===== src/rtl/ps2m_pkg.sv =====
`timescale 1ns / 1ps
`default_nettype none

package ps2m_pkg;

    localparam logic [7:0]  ACK_BYTE    = 8'hFA;
    localparam logic [7:0]  SIGN_X      = 8'h10;
    localparam logic [7:0]  SIGN_Y      = 8'h20;
    localparam logic [7:0]  BTN_LEFT    = 8'h01;
    localparam logic [7:0]  BTN_RIGHT   = 8'h02;
    localparam logic [7:0]  BTN_MIDDLE  = 8'h04;
    localparam logic [11:0] X_MAX_RESET = 12'd800;
    localparam logic [11:0] Y_MAX_RESET = 12'd600;

    localparam logic [0:0]  REG_X_MAX   = 1'b0;
    localparam logic [0:0]  REG_Y_MAX   = 1'b1;

    typedef struct packed {
        logic       done;
        logic [7:0] data;
    } frame_t;

    typedef struct packed {
        logic       line_clock;
        logic       line_data;
        logic       poll_sent;
    } sample_t;

    // A positive move stops at the bound, a negative move stops at zero.
    function automatic logic [11:0] move_axis(
        input logic [11:0] pos,
        input logic [7:0]  delta,
        input logic        neg,
        input logic [11:0] bound
    );
        logic [12:0] sum;
        logic [8:0]  mag;
        logic [11:0] res;
        sum = {1'b0, pos} + {5'b0, delta};
        mag = 9'd256 - {1'b0, delta};
        if (!neg)
        begin
            res = ({1'b0, bound} > sum) ? sum[11:0] : bound;
        end
        else
        begin
            res = ({3'b0, mag} < pos) ? (pos - {3'b0, mag}) : 12'd0;
        end
        return res;
    endfunction

endpackage

`default_nettype wire


===== src/rtl/ps2m_frame_rx.sv =====
`timescale 1ns / 1ps
`default_nettype none

module ps2m_frame_rx
    import ps2m_pkg::*;
(
    input  wire logic    clk,
    input  wire logic    rst_n,
    input  wire logic    en,
    input  wire sample_t sample,
    output frame_t       frame
);

    localparam logic [1:0] PH_IDLE   = 2'd0;
    localparam logic [1:0] PH_WAIT_H = 2'd1;
    localparam logic [1:0] PH_WAIT_L = 2'd2;
    localparam logic [1:0] PH_UNUSED = 2'd3;

    logic [1:0] phase_reg, phase_next;
    logic [3:0] count_reg, count_next;
    logic [7:0] shift_reg, shift_next;
    logic [7:0] last_reg,  last_next;
    logic       done;

    always_comb
    begin
        phase_next = phase_reg;
        count_next = count_reg;
        shift_next = shift_reg;
        last_next  = last_reg;
        done       = 1'b0;
        if ((phase_reg == PH_IDLE || phase_reg == PH_UNUSED)
            && !sample.line_clock && !sample.line_data)
        begin
            phase_next = PH_WAIT_H;
            count_next = 4'd0;
            shift_next = 8'd0;
        end
        else if (phase_reg == PH_WAIT_H && sample.line_clock)
        begin
            phase_next = PH_WAIT_L;
        end
        else if (phase_reg == PH_WAIT_L && !sample.line_clock)
        begin
            if (count_reg < 4'd8 && sample.line_data)
            begin
                shift_next = shift_reg | (8'd1 << count_reg[2:0]);
            end
            count_next = count_reg + 4'd1;
            phase_next = PH_WAIT_H;
        end
        if (count_next > 4'd9)
        begin
            phase_next = PH_IDLE;
            count_next = 4'd0;
            done       = 1'b1;
            last_next  = shift_next;
        end
    end

    always_ff @(posedge clk or negedge rst_n)
    begin
        if (!rst_n)
        begin
            phase_reg <= PH_IDLE;
            count_reg <= 4'd0;
            shift_reg <= 8'd0;
            last_reg  <= 8'd0;
        end
        else if (en)
        begin
            phase_reg <= phase_next;
            count_reg <= count_next;
            shift_reg <= shift_next;
            last_reg  <= last_next;
        end
    end

    assign frame.done = done;
    assign frame.data = last_next;

endmodule

`default_nettype wire


===== src/rtl/ps2m_packet.sv =====
`timescale 1ns / 1ps
`default_nettype none

module ps2m_packet
    import ps2m_pkg::*;
(
    input  wire logic        clk,
    input  wire logic        rst_n,
    input  wire logic        en,
    input  wire frame_t      frame,
    input  wire logic        poll,
    input  wire logic [11:0] x_max,
    input  wire logic [11:0] y_max,
    output logic      [11:0] pos_x,
    output logic      [11:0] pos_y,
    output logic      [2:0]  buttons,
    output logic             pkt_done,
    output logic             nack
);

    localparam logic [2:0] ST_IDLE   = 3'd0;
    localparam logic [2:0] ST_ACK    = 3'd1;
    localparam logic [2:0] ST_STATUS = 3'd2;
    localparam logic [2:0] ST_X      = 3'd3;
    localparam logic [2:0] ST_Y      = 3'd4;

    logic [2:0]  step_reg,   step_next;
    logic [7:0]  status_reg, status_next;
    logic [7:0]  movex_reg,  movex_next;
    logic [11:0] cx_reg,     cx_next;
    logic [11:0] cy_reg,     cy_next;
    logic [2:0]  btn_reg,    btn_next;

    always_comb
    begin
        step_next   = step_reg;
        status_next = status_reg;
        movex_next  = movex_reg;
        cx_next     = cx_reg;
        cy_next     = cy_reg;
        btn_next    = btn_reg;
        pkt_done    = 1'b0;
        nack        = 1'b0;
        if (frame.done)
        begin
            unique case (step_reg)
                ST_ACK:
                begin
                    if (frame.data == ACK_BYTE)
                    begin
                        step_next = ST_STATUS;
                    end
                    else
                    begin
                        nack      = 1'b1;
                        step_next = ST_IDLE;
                    end
                end
                ST_STATUS:
                begin
                    status_next = frame.data;
                    step_next   = ST_X;
                end
                ST_X:
                begin
                    movex_next = frame.data;
                    step_next  = ST_Y;
                end
                ST_Y:
                begin
                    btn_next  = status_reg[2:0] & (BTN_LEFT[2:0] | BTN_RIGHT[2:0]
                                                   | BTN_MIDDLE[2:0]);
                    cx_next   = move_axis(cx_reg, movex_reg,
                                          (status_reg & SIGN_X) != 8'd0, x_max);
                    cy_next   = move_axis(cy_reg, frame.data,
                                          (status_reg & SIGN_Y) != 8'd0, y_max);
                    pkt_done  = 1'b1;
                    step_next = ST_IDLE;
                end
                default:
                begin
                    step_next = ST_IDLE;
                end
            endcase
        end
        if (poll)
        begin
            step_next = ST_ACK;
        end
    end

    always_ff @(posedge clk or negedge rst_n)
    begin
        if (!rst_n)
        begin
            step_reg   <= ST_IDLE;
            status_reg <= 8'd0;
            movex_reg  <= 8'd0;
            cx_reg     <= 12'd0;
            cy_reg     <= 12'd0;
            btn_reg    <= 3'd0;
        end
        else if (en)
        begin
            step_reg   <= step_next;
            status_reg <= status_next;
            movex_reg  <= movex_next;
            cx_reg     <= cx_next;
            cy_reg     <= cy_next;
            btn_reg    <= btn_next;
        end
    end

    assign pos_x   = cx_next;
    assign pos_y   = cy_next;
    assign buttons = btn_next;

endmodule

`default_nettype wire


===== src/rtl/ps2_mouse_cursor_tracker.sv =====
// Channel | Handshake                | Payload
// input   | in_valid / in_stall      | line_clock, line_data, poll_sent
// result  | out_valid / out_stall    | pos_x, pos_y, buttons, frame and packet flags
// config  | APB write (psel/penable) | x_max at 0x0, y_max at 0x4
//
// One request is taken every cycle while in_stall is low; each request yields one result.
// Each request passes through the input register and then the result register.
// Reset clears the receiver, the packet assembler and the cursor, and sets the bounds to 800
// and 600.
// A stalled result holds; a new request is still taken while the input register is free.
`timescale 1ns / 1ps
`default_nettype none

module ps2_mouse_cursor_tracker
    import ps2m_pkg::*;
(
    input  wire logic        clk,
    input  wire logic        rst_n,
    input  wire logic        in_valid,
    output logic             in_stall,
    input  wire logic        line_clock,
    input  wire logic        line_data,
    input  wire logic        poll_sent,
    output logic             out_valid,
    input  wire logic        out_stall,
    output logic      [11:0] pos_x,
    output logic      [11:0] pos_y,
    output logic             left_down,
    output logic             right_down,
    output logic             middle_down,
    output logic             frame_done,
    output logic      [7:0]  frame_byte,
    output logic             packet_done,
    output logic             ack_missing,
    input  wire logic        psel,
    input  wire logic        penable,
    input  wire logic        pwrite,
    input  wire logic [2:0]  paddr,
    input  wire logic [31:0] pwdata,
    output logic      [31:0] prdata,
    output logic             pready
);

    logic [11:0] x_max_reg, y_max_reg;
    logic        cfg_write;

    logic        s1_valid_reg;
    sample_t     s1_reg;
    logic        out_valid_reg;
    logic        out_free;
    logic        step_en;
    logic        in_take;

    frame_t      frame;
    logic [11:0] px, py;
    logic [2:0]  btn;
    logic        pkt_done, nack;

    logic [11:0] pos_x_reg, pos_y_reg;
    logic [2:0]  btn_reg;
    logic        fdone_reg, pdone_reg, nack_reg;
    logic [7:0]  fbyte_reg;

    assign pready    = 1'b1;
    assign cfg_write = psel && penable && pwrite && pready;

    always_ff @(posedge clk or negedge rst_n)
    begin
        if (!rst_n)
        begin
            x_max_reg <= X_MAX_RESET;
            y_max_reg <= Y_MAX_RESET;
        end
        else if (cfg_write)
        begin
            unique case (paddr[2])
                REG_X_MAX: x_max_reg <= pwdata[11:0];
                REG_Y_MAX: y_max_reg <= pwdata[11:0];
                default:   x_max_reg <= x_max_reg;
            endcase
        end
    end

    always_comb
    begin
        unique case (paddr[2])
            REG_X_MAX: prdata = {20'd0, x_max_reg};
            REG_Y_MAX: prdata = {20'd0, y_max_reg};
            default:   prdata = 32'd0;
        endcase
    end

    assign out_free = !out_valid_reg || !out_stall;
    assign step_en  = s1_valid_reg && out_free;
    assign in_stall = s1_valid_reg && !out_free;
    assign in_take  = in_valid && !in_stall;

    always_ff @(posedge clk or negedge rst_n)
    begin
        if (!rst_n)
        begin
            s1_valid_reg <= 1'b0;
        end
        else if (!in_stall)
        begin
            s1_valid_reg <= in_valid;
        end
    end

    always_ff @(posedge clk)
    begin
        if (in_take)
        begin
            s1_reg.line_clock <= line_clock;
            s1_reg.line_data  <= line_data;
            s1_reg.poll_sent  <= poll_sent;
        end
    end

    ps2m_frame_rx u_rx (
        .clk    (clk),
        .rst_n  (rst_n),
        .en     (step_en),
        .sample (s1_reg),
        .frame  (frame)
    );

    ps2m_packet u_pkt (
        .clk      (clk),
        .rst_n    (rst_n),
        .en       (step_en),
        .frame    (frame),
        .poll     (s1_reg.poll_sent),
        .x_max    (x_max_reg),
        .y_max    (y_max_reg),
        .pos_x    (px),
        .pos_y    (py),
        .buttons  (btn),
        .pkt_done (pkt_done),
        .nack     (nack)
    );

    always_ff @(posedge clk or negedge rst_n)
    begin
        if (!rst_n)
        begin
            out_valid_reg <= 1'b0;
        end
        else if (out_free)
        begin
            out_valid_reg <= s1_valid_reg;
        end
    end

    always_ff @(posedge clk)
    begin
        if (step_en)
        begin
            pos_x_reg <= px;
            pos_y_reg <= py;
            btn_reg   <= btn;
            fdone_reg <= frame.done;
            fbyte_reg <= frame.data;
            pdone_reg <= pkt_done;
            nack_reg  <= nack;
        end
    end

    assign out_valid   = out_valid_reg;
    assign pos_x       = pos_x_reg;
    assign pos_y       = pos_y_reg;
    assign left_down   = btn_reg[0];
    assign right_down  = btn_reg[1];
    assign middle_down = btn_reg[2];
    assign frame_done  = fdone_reg;
    assign frame_byte  = fbyte_reg;
    assign packet_done = pdone_reg;
    assign ack_missing = nack_reg;

    a_pkt_needs_frame: assert property (@(posedge clk) disable iff (!rst_n)
        out_valid_reg && pdone_reg |-> fdone_reg)
        else $error("packet applied without a completed frame");

    a_nack_needs_frame: assert property (@(posedge clk) disable iff (!rst_n)
        out_valid_reg && nack_reg |-> fdone_reg && !pdone_reg)
        else $error("missing acknowledge flagged without a lone frame");

    a_stall_only_full: assert property (@(posedge clk) disable iff (!rst_n)
        in_stall |-> s1_valid_reg && out_valid_reg && out_stall)
        else $error("input stalled while the pipeline has room");

    a_result_follows: assert property (@(posedge clk) disable iff (!rst_n)
        step_en |=> out_valid_reg)
        else $error("processed request produced no result");

endmodule

`default_nettype wire

===== config.mk =====
export PLATFORM = sky130hd
export DESIGN_NAME = ps2_mouse_cursor_tracker
export DESIGN_NICKNAME = d
export VERILOG_FILES = /design/src/rtl/ps2m_pkg.sv /design/src/rtl/ps2m_frame_rx.sv /design/src/rtl/ps2m_packet.sv /design/src/rtl/ps2_mouse_cursor_tracker.sv
export SDC_FILE = /design/constraint.sdc
export NUM_CORES = 1
export LEC_CHECK = 0
export BUFFER_PORTS_ARGS = -buffer_cell sky130_fd_sc_hd__buf_2
export CAP_MARGIN = 30
export CORE_MARGIN = 3
export CORE_UTILIZATION = 53
export CTS_CLUSTER_DIAMETER = 80
export DETAILED_ROUTE_END_ITERATION = 10
export PLACE_DENSITY = 0.77
export RECOVER_POWER = 25
export SYNTH_ARGS = -nofsm -noshare
export SYNTH_HDL_FRONTEND = slang
export SYNTH_HIERARCHICAL = 1
export SYNTH_SLANG_ARGS = --single-unit
export TNS_END_PERCENT = 20

===== constraint.sdc =====
create_clock -name clk -period 5.6 [get_ports clk]
set_input_delay 0.56 -clock clk [delete_from_list [all_inputs] [get_ports clk]]
set_output_delay 0.56 -clock clk [all_outputs]
set_load 0.02 [all_outputs]

Word level (Yosys, flattened, before mapping)
Index checks and enable logic that the tools add are counted.

cells by class
  add/sub/neg operators = 7
  reductions and logical operators = 28
  bitwise gates (word level) = 2
  shift operators = 1
  $lt $le $gt $ge = 6
  muxes and demuxes = 33
  eq/ne operators = 8

operators with widths
  operator                                                                number
  12-bit 2-to-1 mux                                                       10
  32-bit one-hot mux with 2 select lines                                  1
  8-bit 2-to-1 mux                                                        5
  12-bit by 8-bit adder with 13-bit output                                2
  12-bit by 13-bit > comparator with 1-bit output                         2
  9-bit by 12-bit < comparator with 1-bit output                          2
  12-bit by 9-bit subtractor with 12-bit output                           2
  9-bit by 8-bit subtractor with 9-bit output (first input constant)      2
  4-bit 2-to-1 mux                                                        4
  3-bit 2-to-1 mux                                                        4
  1-bit logical AND                                                       10
  2-bit 2-to-1 mux                                                        5
  2-bit AND reduction                                                     5
  3-bit one-hot mux with 3 select lines                                   1
  8-bit equality test (second input constant)                             1
  8-bit OR                                                                1
  1-bit by 3-bit << shifter with 8-bit output (first input constant)      1
  3-bit by 2-bit equality test with 1-bit output (second input constant)  2
  1-bit zero test                                                         6
  3-bit AND reduction                                                     2
  4-bit by 1-bit adder with 4-bit output (second input constant)          1
  2-bit equality test (second input constant)                             2
  4-bit > comparator (second input constant)                              1
  4-bit < comparator (second input constant)                              1
  9 further kinds                                                         12

storage, ports and cells
  logic and storage cells = 109
  flip-flop bits (word level) = 133
  output and inout bits = 73
  input bits = 45

Logic depth before layout (Yosys ltp)
Gate-level depths: netlist of the first run.

  depth after elaboration = 13
  mapped depth = 23

Cells and area by module
The synthesis of the first run kept the hierarchy.

by module, submodules not included
  module                    area each (µm²)  cells each  times used
  ps2m_packet               5091.1           631         1
  ps2_mouse_cursor_tracker  2598.7           137         1
  ps2m_frame_rx             1370.1           122         1

Least setup slack after synthesis of the first run
OpenSTA, ideal clock, no wires.

  kind = flip-flop to flip-flop
  start = register u_rx.phase_reg[0]
  end = register pos_y_reg[5] (netlist: pos_y[5]) (data pin)
  setup slack = 0.249 ns
  data arrival time = 5.092 ns
  stages on the path, launching flop included = 24
  buffers on the path = 1
  cell sequence = dfrtp_1 > inv_1 > ha_1 > nand2b_4 > or3_4 > a21oi_4 > and2_4 > mux2_2 > ha_1 > fa_1 > a211oi_2 > o21bai_2 > o21ai_4 > a211oi_1 > xnor2_1 > ha_1 > nand3_1 > nor2_1 > o31ai_1 > a32o_1 > or2_1 > buf_6 > a221o_1 > mux2_2

RTL lines
  element                   line                             text
  start: declaration        ps2m_frame_rx.sv:19              logic [1:0] phase_reg, phase_next;
  start signal: assignment  ps2m_frame_rx.sv:72              phase_reg <= phase_next;
  end signal: assignment    ps2_mouse_cursor_tracker.sv:160  pos_y_reg <= py;
  end: declaration          ps2_mouse_cursor_tracker.sv:59   logic [11:0] pos_x_reg, pos_y_reg;

==> results of run 1 <==
[worst max-delay path, cell delays in order, from the launching register on]
cell	delay, ns
dfrtp_1	0.41
inv_2	0.10
ha_4	0.16
nand2b_4	0.06
or3_4	0.37
a21oi_4	0.15
and2_4	0.20
mux2_2	0.37
ha_2	0.22
fa_2	0.37
a211oi_2	0.21
o21bai_2	0.13
o21ai_4	0.24
a211oi_2	0.11
xnor2_1	0.19
ha_1	0.34
nand3_1	0.10
nor2_1	0.14
o31ai_1	0.08
a32o_1	0.25
or2_1	0.27
a221o_1	0.38
mux2_2	0.29
[metal layers]
| layer | up-vias | wire length [um] | track usage |
|---|---|---|---|
| li1 | 3382 | - | - |
| met4 | 0 | 548 | 0.07503 |
| met1 | 3486 | 9685 | 0.3206 |
| met2 | 275 | 10220 | 0.3899 |
| met3 | 47 | 1413 | 0.04926 |
| met5 | - | 0 | 0 |
[cell families after synthesis]
kind of cell,after synthesis,synth area share
other,2,0.0008289
AO/OA/AOI/OAI,215,0.1570
XOR/XNOR,45,0.04350
adder cells (fa/ha/maj),73,0.1041
buffers and inverters,100,0.05703
multiplexers,89,0.1199
AND/OR/NAND/NOR,234,0.1294
flip-flops,132,0.3882
[how the worst max path moves through the flow]
stage	startpoint	end	slack, ns
6_report	u_rx/phase_reg[0]$_DFFE_PN0P_	pos_y[5]$_DFFE_PP_	0.19
4_1_cts	u_rx/phase_reg[0]$_DFFE_PN0P_	pos_y[5]$_DFFE_PP_	0.04
2_1_floorplan	u_rx/phase_reg[0]$_DFFE_PN0P_	pos_y[5]$_DFFE_PP_	0.25
3_5_place_dp	u_rx/phase_reg[0]$_DFFE_PN0P_	pos_y[5]$_DFFE_PP_	0.08
5_1_grt	u_rx/phase_reg[0]$_DFFE_PN0P_	pos_y[5]$_DFFE_PP_	0.03
3_3_place_gp	u_rx/phase_reg[0]$_DFFE_PN0P_	pos_y[5]$_DFFE_PP_	0.15
[through the flow]
step | hold slack [ns] | area [sq um]
after floorplan | 0.2644 | 9131
after global placement | 0.4642 | 9585
after detailed placement | 0.4699 | 9585
after CTS | 0.1305 | 10150
after global routing | 0.2941 | 10180
final | 0.3083 | 10180
[synthesized netlist by cell type, drive strengths merged, types with 10 or more instances]
library cell  instances
dfrtp                84
mux2                 84
ha                   69
nand2                67
o21ai                58
nor2                 56
a21oi                45
inv                  45
edfxtp               41
buf                  38
xnor2                24
xor2                 21
nand3                20
a31oi                18
nor3                 18
clkbuf               17
nand4                15
o21a                 13
a211oi               12
a21o                 11
nand2b               11
o211ai               10
[cell type report]
| type | count | area [sq um] | area share |
|---|---|---|---|
| multi-input cells | 677 | 5134 | 0.5044 |
| flip-flops and latches | 132 | 3518 | 0.3457 |
| repair buffers | 94 | 518.0 | 0.05089 |
| clock buffers | 19 | 442.9 | 0.04352 |
| well taps | 220 | 275.3 | 0.02704 |
| inverters | 45 | 168.9 | 0.01659 |
| clock inverters | 13 | 121.4 | 0.01192 |
[power by group through the flow]
stage                     logic (mW)  clock network [mW]  registers (mW)
after global routing           0.534                1.14            1.15
after detailed placement       0.483                   0            1.15
final                          0.490                1.07            1.14
after CTS                      0.488                1.09            1.14
after floorplan                0.346                   0            1.15
after global placement         0.470                   0            1.15
[repair_timing]
action,4_1_cts,5_1_grt
gates resized for setup,0,12
setup endpoints to repair,0,23
buffers inserted,0,1
==> metrics, run 1 <==
status=finished with violations; violated checks=capacitance limit, slew limit; fin crit period=between 5 and 6 ns; Slew HR=-0.9657; Row Count=47; RSZ-0062 raised after global routing=no; power per cell area=around 270 mW/mm^2; Total GRT Usage=0.2391; Req. time, crit path=about 5.8 ns; Worst setup SP type=flop; Yosys top cell area share=0.2320; predominant post-synthesis flop cell=dfrtp_1; R2R setup slack=between 0.15 and 0.2 ns; Die Y=between 100 and 150 um; clock skew=0.009540 ns; CTS tree=yes; Period Utilization, post-route=0.9658; total grt overflow=0; vias=between 7000 and 8000; worst r2r path cells=22; core footprint=0.01664 sq mm; gp weighted congestion=between 0.9 and 1; die width=136.7 um; dpl ws=approximately 0.077 ns; max-slew violation count=94; die area=between 0.015 and 0.02 sq mm; end of the worst hold path=s1_reg[1]$_DFFE_PP_; hold path cells=1; DRT Wirelength=21860 um; leading post-synthesis cells by cell area=dfrtp_1, edfxtp_1, ha_1; CP Class=reg2reg; H-tree depth=4; Int Pwr=1.906 mW; Syn Inst Count=890; commonest non-fill, non-tap cell in the layout=dfrtp_1; maximum fanout along the worst path=5; DRT iter0 DRCs=between 500 and 600; P_sw=0.7963 mW; Synthesis Warnings=6; FF-to-FF End=pos_y[5]$_DFFE_PP_; clock share of power=0.397; cell count after placement=around 1200; final std cells w/o fill=between 1000 and 1500; IO Port Bufs=74; commonest cells after routing, fill and taps aside=dfrtp_1, buf_2, ha_1, nand2_1, mux2_2; Min-Delay Startpoint=line_data; diode count=0; CTS Hold Bufs=0; Seq cells post-synth=approximately 130; Comb power frac=0.181; P_leak=roughly 4.5 nW; Clk pin slew, worst setup/hold paths=around 0.06 ns; vias in the first global route=6889; clock sinks=~130; cell taking the most area after synthesis=dfrtp_1; number of synthesized flops with an enable pin=approximately 40; max-cap violations=2; Max IR drop VDD=roughly 0.23 mV; Final Total Pwr=~2.7 mW; syn avg cell area=between 10 and 15 sq um; largest net degree at the start of global routing=70; Critical Path AT=between 5 and 6 ns; FFs w/ async S/R, synth=0.6894; global-route wire length before repair=34960 um; element type at the critical path end=flop; TritonCTS Buffers=17; part of the power in registers=0.421; final count of negative-setup-slack endpoints=0; num ports=118; routed vias/inst=5.992; Post-route DRC=0; Yosys cell types=slightly below 80; hpwl dp=about 16000 um; Worst-Skew Late Latency=around 0.43 ns; Avg WL per Cell=18.22 um; drt pass-1 iters=5; Synth Cell Area=~0.0091 sq mm; Initial Util=0.5444; root buf cell=clkbuf_16; sequential area share after synthesis=0.3882; reg2reg start=u_rx/phase_reg[0]$_DFFE_PN0P_; fillcell total=1342; Fmax=around 0.18 GHz; initial antenna violation count=0; setup TNS=0 ns; min-delay worst type=in2reg; maximum buffer depth of the clock tree=2; worst setup margin=approximately 0.19 ns; Slew @ Worst Pin=about 2.9 ns; Area Overhead vs Synth=12.35%; Detail Route Antenna Nets=0; fraction of layout cells with a size suffix above 1=0.2429; Fin. Hold Viols=0; Sw Share=0.2947; final core occ=0.6116; Final nets=about 1100
No activity file was read; power rests on OpenSTA's default activity.
==> inputs of run 2 (changes only) <==
Settings changed: CORE_UTILIZATION 53 to 45, PLACE_DENSITY 0.77 to 0.68.
==> run 2 against run 1 <==
The run still ends with capacitance limit, slew limit left. Worst setup slack better by 0.022 ns. Count of clock-buffer cells in the layout unchanged. First-iteration DRC count down 11%. Final cell count up 4.1%. Sequential power about the same.
==> metrics, run 2 (same netlist as run 1, synthesis figures left out) <==
maximum buffer depth of the clock tree=2; DRT iter0 DRCs=526; diode count=0; commonest non-fill, non-tap cell in the layout=dfrtp_1; hpwl dp=16400 um; initial antenna violation count=0; fraction of layout cells with a size suffix above 1=0.2470; fillcell total=between 1500 and 2000; Initial Util=0.4625; IO Port Bufs=74; core footprint=0.01959 sq mm; element type at the critical path end=flop; root buf cell=clkbuf_16; clock skew=roughly 0.0079 ns; global-route wire length before repair=around 35000 um; CP Class=reg2reg; commonest cells after routing, fill and taps aside=dfrtp_1, buf_2, ha_1, nand2_1, mux2_2; P_leak=between 4 and 5 nW; fin crit period=approximately 5.4 ns; H-tree depth=4; DRT Wirelength=between 20000 and 25000 um; Post-route DRC=0; CTS Hold Bufs=0; Final Total Pwr=2.800 mW; P_sw=roughly 0.8 mW; vias=about 7000; Row Count=51; vias in the first global route=roughly 6600; status=finished with violations; max-slew violation count=35; Min-Delay Startpoint=line_clock; part of the power in registers=0.406; TritonCTS Buffers=17; reg2reg start=u_rx/phase_reg[0]$_DFFE_PN0P_; drt pass-1 iters=5; die width=approximately 150 um; Die Y=about 150 um; crit path from=u_rx/phase_reg[0]$_DFFE_PN0P_; max-cap violations=1; Slew HR=-0.2878; largest net degree at the start of global routing=between 50 and 60; CTS tree=yes; final count of negative-setup-slack endpoints=0; total grt overflow=0; Detail Route Antenna Nets=0; die area=~0.022 sq mm; Period Utilization, post-route=0.9619; Sw Share=0.2855; violated checks=capacitance limit, slew limit; power per cell area=between 200 and 300 mW/mm^2; maximum fanout along the worst path=5; Fmax=between 0.15 and 0.2 GHz; Slew @ Worst Pin=slightly below 2 ns; clock sinks=around 130; clock share of power=0.420; Clk pin slew, worst setup/hold paths=approximately 0.06 ns; routed vias/inst=around 5.6; Total GRT Usage=0.2050; num ports=roughly 120; Critical Path AT=approximately 5.6 ns; min-delay worst type=in2reg; Final nets=between 1000 and 1500; Avg WL per Cell=about 18 um; dpl ws=-0.05780 ns; Worst setup SP type=flop; worst setup margin=around 0.21 ns; Worst-Skew Late Latency=between 0.4 and 0.5 ns; Int Pwr=approximately 2.0 mW; Max IR drop VDD=0.2041 mV; Area Overhead vs Synth=13.93%; gp weighted congestion=0.9062; Comb power frac=0.174; Req. time, crit path=~5.8 ns; Fin. Hold Viols=0
## run 2: critical path, cell delays in order (launching register included)
cell and delay [ns]:
dfrtp_1 0.40, inv_2 0.10, ha_4 0.16, nand2b_4 0.06, or3_4 0.37, a21oi_4 0.16, and2_4 0.19, mux2_2 0.38
ha_2 0.22, fa_2 0.38, a211oi_2 0.21, o21bai_2 0.12, o21ai_4 0.20, a211oi_1 0.11, xnor2_1 0.18, ha_1 0.32
nand3_1 0.12, nor2_2 0.13, o31ai_1 0.09, a32o_1 0.27, or2_4 0.26, a221o_1 0.40, mux2_2 0.29
## run 2: layout make-up
cell class | instances | area (sq um) | share of cell area
multi-input combinational | 677 | 5145 | 0.4984
sequential | 132 | 3517 | 0.3407
timing repair buffer | 98 | 545.5 | 0.05285
clock buffer | 19 | 442.9 | 0.04291
tap | 265 | 331.6 | 0.03212
clock inverter | 13 | 171.4 | 0.01661
inverter | 45 | 168.9 | 0.01636
## run 2: stage by stage
stage                     hold WS, ns  cells  instance area [sq um]  utilization   TNS, ns
after global placement         0.4609   1213                   9649       0.4926         0
after detailed placement       0.4699   1213                   9649       0.4926   -0.1604
after CTS                     0.09075   1245                  10270       0.5242         0
final                          0.3081   1249                  10320       0.5269         0
after floorplan                0.2644    909                   9131            -         0
after global routing           0.2971   1249                  10320       0.5269  -0.04168
## run 2: what timing repair did
action | CTS | global route
resized for setup | 2 | 10
setup buffers | 0 | 4
pin swaps | 0 | 4
endpoints found under the setup margin | 5 | 24
## run 2: final timing paths
kind,end,slack [ns],cells after the start
hold reg to reg,u_pkt/status_reg[0]$_DFFE_PN0P_,0.49,2
min in group asynchronous,y_max_reg[11]$_DFFE_PN0P_,0.66,1
max in group asynchronous,u_pkt/cy_reg[6]$_DFFE_PN0P_,2.62,2
hold / removal,s1_reg[2]$_DFFE_PP_,0.31,1
setup / recovery,pos_y[5]$_DFFE_PP_,0.21,22
setup reg to reg,pos_y[5]$_DFFE_PP_,0.21,22
## run 2: power by group through the flow
| stage | Combinational (mW) | Sequential, mW | Clock (mW) |
|---|---|---|---|
| final | 0.487 | 1.14 | 1.18 |
| after detailed placement | 0.480 | 1.15 | 0 |
| after global placement | 0.473 | 1.15 | 0 |
| after global routing | 0.538 | 1.14 | 1.24 |
| after floorplan | 0.346 | 1.15 | 0 |
| after CTS | 0.483 | 1.14 | 1.20 |
## run 2: routing by layer
| layer | vias up | share of wire | global-route usage |
|---|---|---|---|
| met2 | 192 | 0.46 | 0.3177 |
| met4 | 0 | 0.010 | 0.04896 |
| li1 | 3387 | - | - |
| met5 | - | 0 | 0 |
| met1 | 3376 | 0.48 | 0.2952 |
| met3 | 20 | 0.052 | 0.04476 |
